--- src/rtl/ccl_pkg.sv ---
`default_nettype none
package ccl_pkg;

  // Default sizes of the frame and of the provisional label tables.
  localparam int MAX_WIDTH_DEF  = 256;
  localparam int MAX_HEIGHT_DEF = 256;
  localparam int MAX_LABELS_DEF = 8192;

  // Fixed port widths.
  localparam int LABEL_OUT_W = 13;
  localparam int DIM_W       = 9;
  localparam int PIX_W       = 8;
  localparam int REG_IDX_W   = 1;

  // Dimension registers reset to 256 pixels and rows.
  localparam logic [DIM_W-1:0] DIM_RST = DIM_W'(256);

  // Input item commands.
  localparam logic CMD_LOAD = 1'b0;
  localparam logic CMD_READ = 1'b1;

  // Configuration register indexes.
  localparam logic [REG_IDX_W-1:0] REG_WIDTH  = 1'b0;
  localparam logic [REG_IDX_W-1:0] REG_HEIGHT = 1'b1;

  typedef enum logic [3:0] {
    ST_LD_IDLE,
    ST_LD_UP,
    ST_FA_REQ,
    ST_FA_CHK,
    ST_FB_REQ,
    ST_FB_CHK,
    ST_MERGE,
    ST_RS_INIT,
    ST_RS_NEXT,
    ST_RS_REQ,
    ST_RS_CHK,
    ST_RS_FRD,
    ST_RS_FWR,
    ST_RD_IDLE,
    ST_RD_LAB,
    ST_RD_FIN
  } ccl_state_t;

  // Commands from the controller to the datapath.
  typedef struct packed {
    logic ld_start;
    logic ld_place;
    logic find_step;
    logic find_a_done;
    logic merge;
    logic rs_init;
    logic rs_next;
    logic rs_root;
    logic rs_copy;
    logic fin_lab_sel;
    logic rd_phase;
    logic rd_out;
  } ccl_cmd_t;

  // Status from the datapath to the controller.
  typedef struct packed {
    logic need_merge;
    logic last_pixel;
    logic load_done;
    logic less;
    logic at_self;
    logic rs_more;
    logic out_free;
    logic rd_last;
  } ccl_status_t;

endpackage
`default_nettype wire

--- src/rtl/ccl_ctrl.sv ---
`default_nettype none
module ccl_ctrl import ccl_pkg::*; (
  input  wire logic        clk,
  input  wire logic        rst_n,
  input  wire logic        in_valid,
  input  wire logic        in_command,
  input  wire logic        cfg_we,
  input  wire ccl_status_t status,
  output logic             in_ready,
  output ccl_cmd_t         cmd
);

  ccl_state_t state_r, state_nxt;
  logic       acc;

  assign acc = in_valid & in_ready;

  always_ff @(posedge clk) begin
    if (!rst_n) begin
      state_r <= ST_LD_IDLE;
    end else begin
      state_r <= state_nxt;
    end
  end

  // Next state.
  always_comb begin
    state_nxt = state_r;
    case (state_r)
      ST_LD_IDLE: begin
        if (acc && in_command == CMD_LOAD) state_nxt = ST_LD_UP;
      end
      ST_LD_UP: begin
        if (status.need_merge)      state_nxt = ST_FA_REQ;
        else if (status.last_pixel) state_nxt = ST_RS_INIT;
        else                        state_nxt = ST_LD_IDLE;
      end
      ST_FA_REQ: state_nxt = ST_FA_CHK;
      ST_FA_CHK: state_nxt = status.less ? ST_FA_REQ : ST_FB_REQ;
      ST_FB_REQ: state_nxt = ST_FB_CHK;
      ST_FB_CHK: state_nxt = status.less ? ST_FB_REQ : ST_MERGE;
      ST_MERGE:  state_nxt = status.load_done ? ST_RS_INIT : ST_LD_IDLE;
      ST_RS_INIT: state_nxt = ST_RS_NEXT;
      ST_RS_NEXT: state_nxt = status.rs_more ? ST_RS_REQ : ST_RD_IDLE;
      ST_RS_REQ:  state_nxt = ST_RS_CHK;
      ST_RS_CHK: begin
        if (status.less)         state_nxt = ST_RS_REQ;
        else if (status.at_self) state_nxt = ST_RS_NEXT;
        else                     state_nxt = ST_RS_FRD;
      end
      ST_RS_FRD: state_nxt = ST_RS_FWR;
      ST_RS_FWR: state_nxt = ST_RS_NEXT;
      ST_RD_IDLE: begin
        if (acc && in_command == CMD_READ) state_nxt = ST_RD_LAB;
      end
      ST_RD_LAB: state_nxt = ST_RD_FIN;
      ST_RD_FIN: begin
        if (status.out_free) state_nxt = status.rd_last ? ST_LD_IDLE : ST_RD_IDLE;
      end
      default: state_nxt = ST_LD_IDLE;
    endcase
    if (cfg_we) state_nxt = ST_LD_IDLE;
  end

  // Outputs.
  always_comb begin
    cmd      = '0;
    in_ready = 1'b0;
    case (state_r)
      ST_LD_IDLE: begin
        in_ready     = 1'b1;
        cmd.ld_start = acc && in_command == CMD_LOAD;
      end
      ST_LD_UP:   cmd.ld_place = 1'b1;
      ST_FA_CHK: begin
        cmd.find_step   = status.less;
        cmd.find_a_done = !status.less;
      end
      ST_FB_CHK:  cmd.find_step = status.less;
      ST_MERGE:   cmd.merge = 1'b1;
      ST_RS_INIT: cmd.rs_init = 1'b1;
      ST_RS_NEXT: cmd.rs_next = status.rs_more;
      ST_RS_CHK: begin
        cmd.find_step = status.less;
        cmd.rs_root   = !status.less && status.at_self;
      end
      ST_RS_FWR:  cmd.rs_copy = 1'b1;
      ST_RD_IDLE: begin
        in_ready     = 1'b1;
        cmd.rd_phase = 1'b1;
      end
      ST_RD_LAB: begin
        cmd.rd_phase    = 1'b1;
        cmd.fin_lab_sel = 1'b1;
      end
      ST_RD_FIN: begin
        cmd.rd_phase    = 1'b1;
        cmd.fin_lab_sel = 1'b1;
        cmd.rd_out      = status.out_free;
      end
      default: cmd = '0;
    endcase
  end

endmodule
`default_nettype wire

--- config.mk ---
export PLATFORM = sky130hd
export DESIGN_NAME = ccl_ctrl
export DESIGN_NICKNAME = d
export VERILOG_FILES = /design/src/rtl/ccl_pkg.sv /design/src/rtl/ccl_ctrl.sv
export SDC_FILE = /design/constraint.sdc
export NUM_CORES = 1
export LEC_CHECK = 0
export BUFFER_PORTS_ARGS = -buffer_cell sky130_fd_sc_hd__buf_2
export CORE_MARGIN = 5
export CORE_UTILIZATION = 42
export DETAILED_ROUTE_END_ITERATION = 8
export GPL_TIMING_DRIVEN = 0
export HOLD_SLACK_MARGIN = 0.05
export PLACE_DENSITY = 0.73
export REMOVE_ABC_BUFFERS = 1
export SETUP_SLACK_MARGIN = 0.3
export SLEW_MARGIN = 20
export SYNTH_ARGS = -nofsm -noshare
export SYNTH_HDL_FRONTEND = slang
export SYNTH_SLANG_ARGS = --single-unit
--- constraint.sdc ---
create_clock -name clk -period 1.8 [get_ports clk]
set_clock_uncertainty 0.1 [all_clocks]
set_input_delay 0.18 -clock clk [delete_from_list [all_inputs] [get_ports clk]]
set_output_delay 0.18 -clock clk [all_outputs]
set_load 0.02 [all_outputs]
==> results_dict.tcl <==
set metrics [dict create \
    finalHoldViolCount 0 \
    tritoncts "done" \
    design.core.area_mm2 0.00130 \
    initial_core_util 0.443 \
    critPathMaxFanout 3 \
    largest_reg_flops 4 \
    maxCapViolCount 0 \
    grt_pass1_vias 679 \
    clk_pin_slew_ns 0.04 \
    io_pins 26 \
    drt_wl_total_um 2040 \
    slew_headroom 0.787 \
    hold_path_depth 3 \
    dp_hpwl_um 1150 \
    r2r_start "state_r[0]" \
    dieArea_mm2 0.00221 \
    max-clock-path-buffers 2 \
    crit_required_ns 1.52 \
    fin_area_um2 871 \
    worst_r2r_path_depth 6 \
    place_area_um2 674 \
    critPathLaunchType "register" \
    ys_seq_area_frac 0.139 \
    gp_congestion 0.759 \
    whs_endpoint "state_r[2]" \
    cts_num_sinks 4 \
    vias 754 \
    period_needed_ns 1.72 \
    yosysWarnings 0 \
    diodes 0 \
    via_per_inst 6.08 \
    ant_nets 0 \
    chipHeight_um 47.1 \
    drive_gt1_frac 0.541 \
    ys_ff_latch 4 \
    synthToLayoutAreaGrowth_pct 51.0 \
    worst_slew_pin_slew_ns 0.318 \
    cts_root_buf "clkbuf_4" \
    dr.pass1.iters 4 \
    worstHoldPathType "in -> reg" \
    fin_crit_sh 0.955 \
    largest-register "state_r" \
    crit_type "reg -> out" \
    clk_latency_ns 0.23 \
    cts_max_level 1 \
    die_width_um 47.1 \
    p_per_area_mw_per_mm2 324 \
    grt_max_degree 22 \
    crit_path_end_kind "output port" \
    portBuffers 25 \
    worst_r2r_endpoint "state_r[0]" \
    cts_made_buffers 3 \
    wl_per_cell_um 16.4 \
    grt_remaining_overflow 0 \
    antenna_found_initial 0 \
    synth_cells 80 \
    min_from "rst_n" \
    arrival_ns 1.44 \
    register_area_um2 95.1 \
    ir_drop_mv 0.260 \
    synth.avg_cell_area_um2 7.21 \
    drc 0 \
    syn_area_um2 577 \
    grt_pass1_wl_um 2790 \
    fmaxAchievable_mhz 582 \
    outcome "complete, no violations" \
    tns_ns 0 \
    drv_slew 0 \
    power_leakage_nw 0.360 \
    rsz0062_at_grt "yes" \
    yosysUniqueCellTypes 38 \
    finalNetCount 124 \
    r2r_slack_ns 0.28 \
    grt_util_all_layers 0.173 \
    fill_cells 109 \
    setup-violations-final 0 \
    placementRows 13 \
    drt-initial-drc-count 23 \
    reg_top3 "state_r: 4 flops" \
    multi_input_area_um2 515 \
]
## metal layers
metal,track usage,part of all wire,vias up
met1,0.222,0.40,345
met2,0.301,0.50,46
li1,-,-,359
met3,0.0115,0.086,4
met5,0,0,-
met4,0.0608,0.011,0
## critical path: stages, from the launching register on
cell and delay, ns:
dfxtp_4 0.34, or2_4 0.26, or3_4 0.36, nor2b_4 0.12
buf_6 0.12
## Yosys cell counts, drive strengths merged
library cell / instances / area share
a21oi: 8 / 0.069
nor2: 8 / 0.052
nand2: 7 / 0.046
buf: 6 / 0.080
nand2b: 5 / 0.054
o21ai: 5 / 0.043
dfxtp: 4 / 0.14
inv: 3 / 0.020
nor2b: 3 / 0.033
nor3: 3 / 0.035
nor4b: 3 / 0.046
a31oi: 2 / 0.022
nand3: 2 / 0.017
nand3b: 2 / 0.026
or3: 2 / 0.030
a211oi: 1 / 0.022
a221oi: 1 / 0.026
a311oi: 1 / 0.015
and2b: 1 / 0.013
and3: 1 / 0.011
and4b: 1 / 0.017
mux2i: 1 / 0.017
nand4: 1 / 0.011
nand4b: 1 / 0.015
nor4: 1 / 0.011
o211a: 1 / 0.017
o21a: 1 / 0.013
o21bai: 1 / 0.013
o22a: 1 / 0.015
o32ai: 1 / 0.028
o41ai: 1 / 0.028
or2: 1 / 0.015
## area by class of cell
type | count | area share
well taps | 15 | 0.0216
clock buffers | 3 | 0.0259
repair buffers | 32 | 0.233
flip-flops and latches | 4 | 0.109
inverters | 3 | 0.0187
multi-input cells | 67 | 0.592
## worst max-delay path by stage
stage,from,to,cells after the start
4_1_cts,state_r[0],cmd[11],4
2_1_floorplan,state_r[3],cmd[4],2
5_1_grt,state_r[0],cmd[11],4
3_5_place_dp,state_r[2],state_r[0],4
6_report,state_r[0],cmd[11],4
3_3_place_gp,state_r[0],cmd[11],4
## cells in the final DEF (no fill, tap or decap), drive strengths merged, types with 3 or more instances in the layout
cell and instances:
buf 32, nor2 8, a21oi 8, nand2 7, nand2b 5, o21ai 5
dfxtp 4, clkbuf 3, nor2b 3, nor4b 3, inv 3, nor3 3
## logic make-up after synthesis
family,Yosys count,share of synthesized area
muxes,1,0.0174
AOI/OAI and AO/OA,24,0.312
DFF,4,0.139
and+or+nand+nor,42,0.432
buffers and inverters,9,0.0998
## per-stage QoR
stage          power, mW  hold WS (ns)  setup WS, ns  cells  utilization
2_1_floorplan      0.127         0.209        0.0331     74            -
3_3_place_gp       0.154         0.336        0.0891    114        0.518
3_5_place_dp       0.155         0.342        0.0625    114        0.518
4_1_cts            0.271         0.102        0.0693    123        0.615
5_1_grt            0.292         0.126        0.0550    124        0.669
6_report           0.282         0.109        0.0807    124        0.669
## report_power, final
part           internal, mW  switching (mW)
Combinational        0.0381          0.0444
Sequential           0.0855         0.00314
Clock                0.0746          0.0364
Total                 0.198          0.0839
## what timing repair did
item | in CTS | in global routing
resized for setup | 20 | 15
setup buffers | 6 | 1
hold buffers | 0 | 0
setup endpoints to repair | 17 | 11
pin swaps | 0 | 3
No activity file was read; power rests on OpenSTA's default activity.
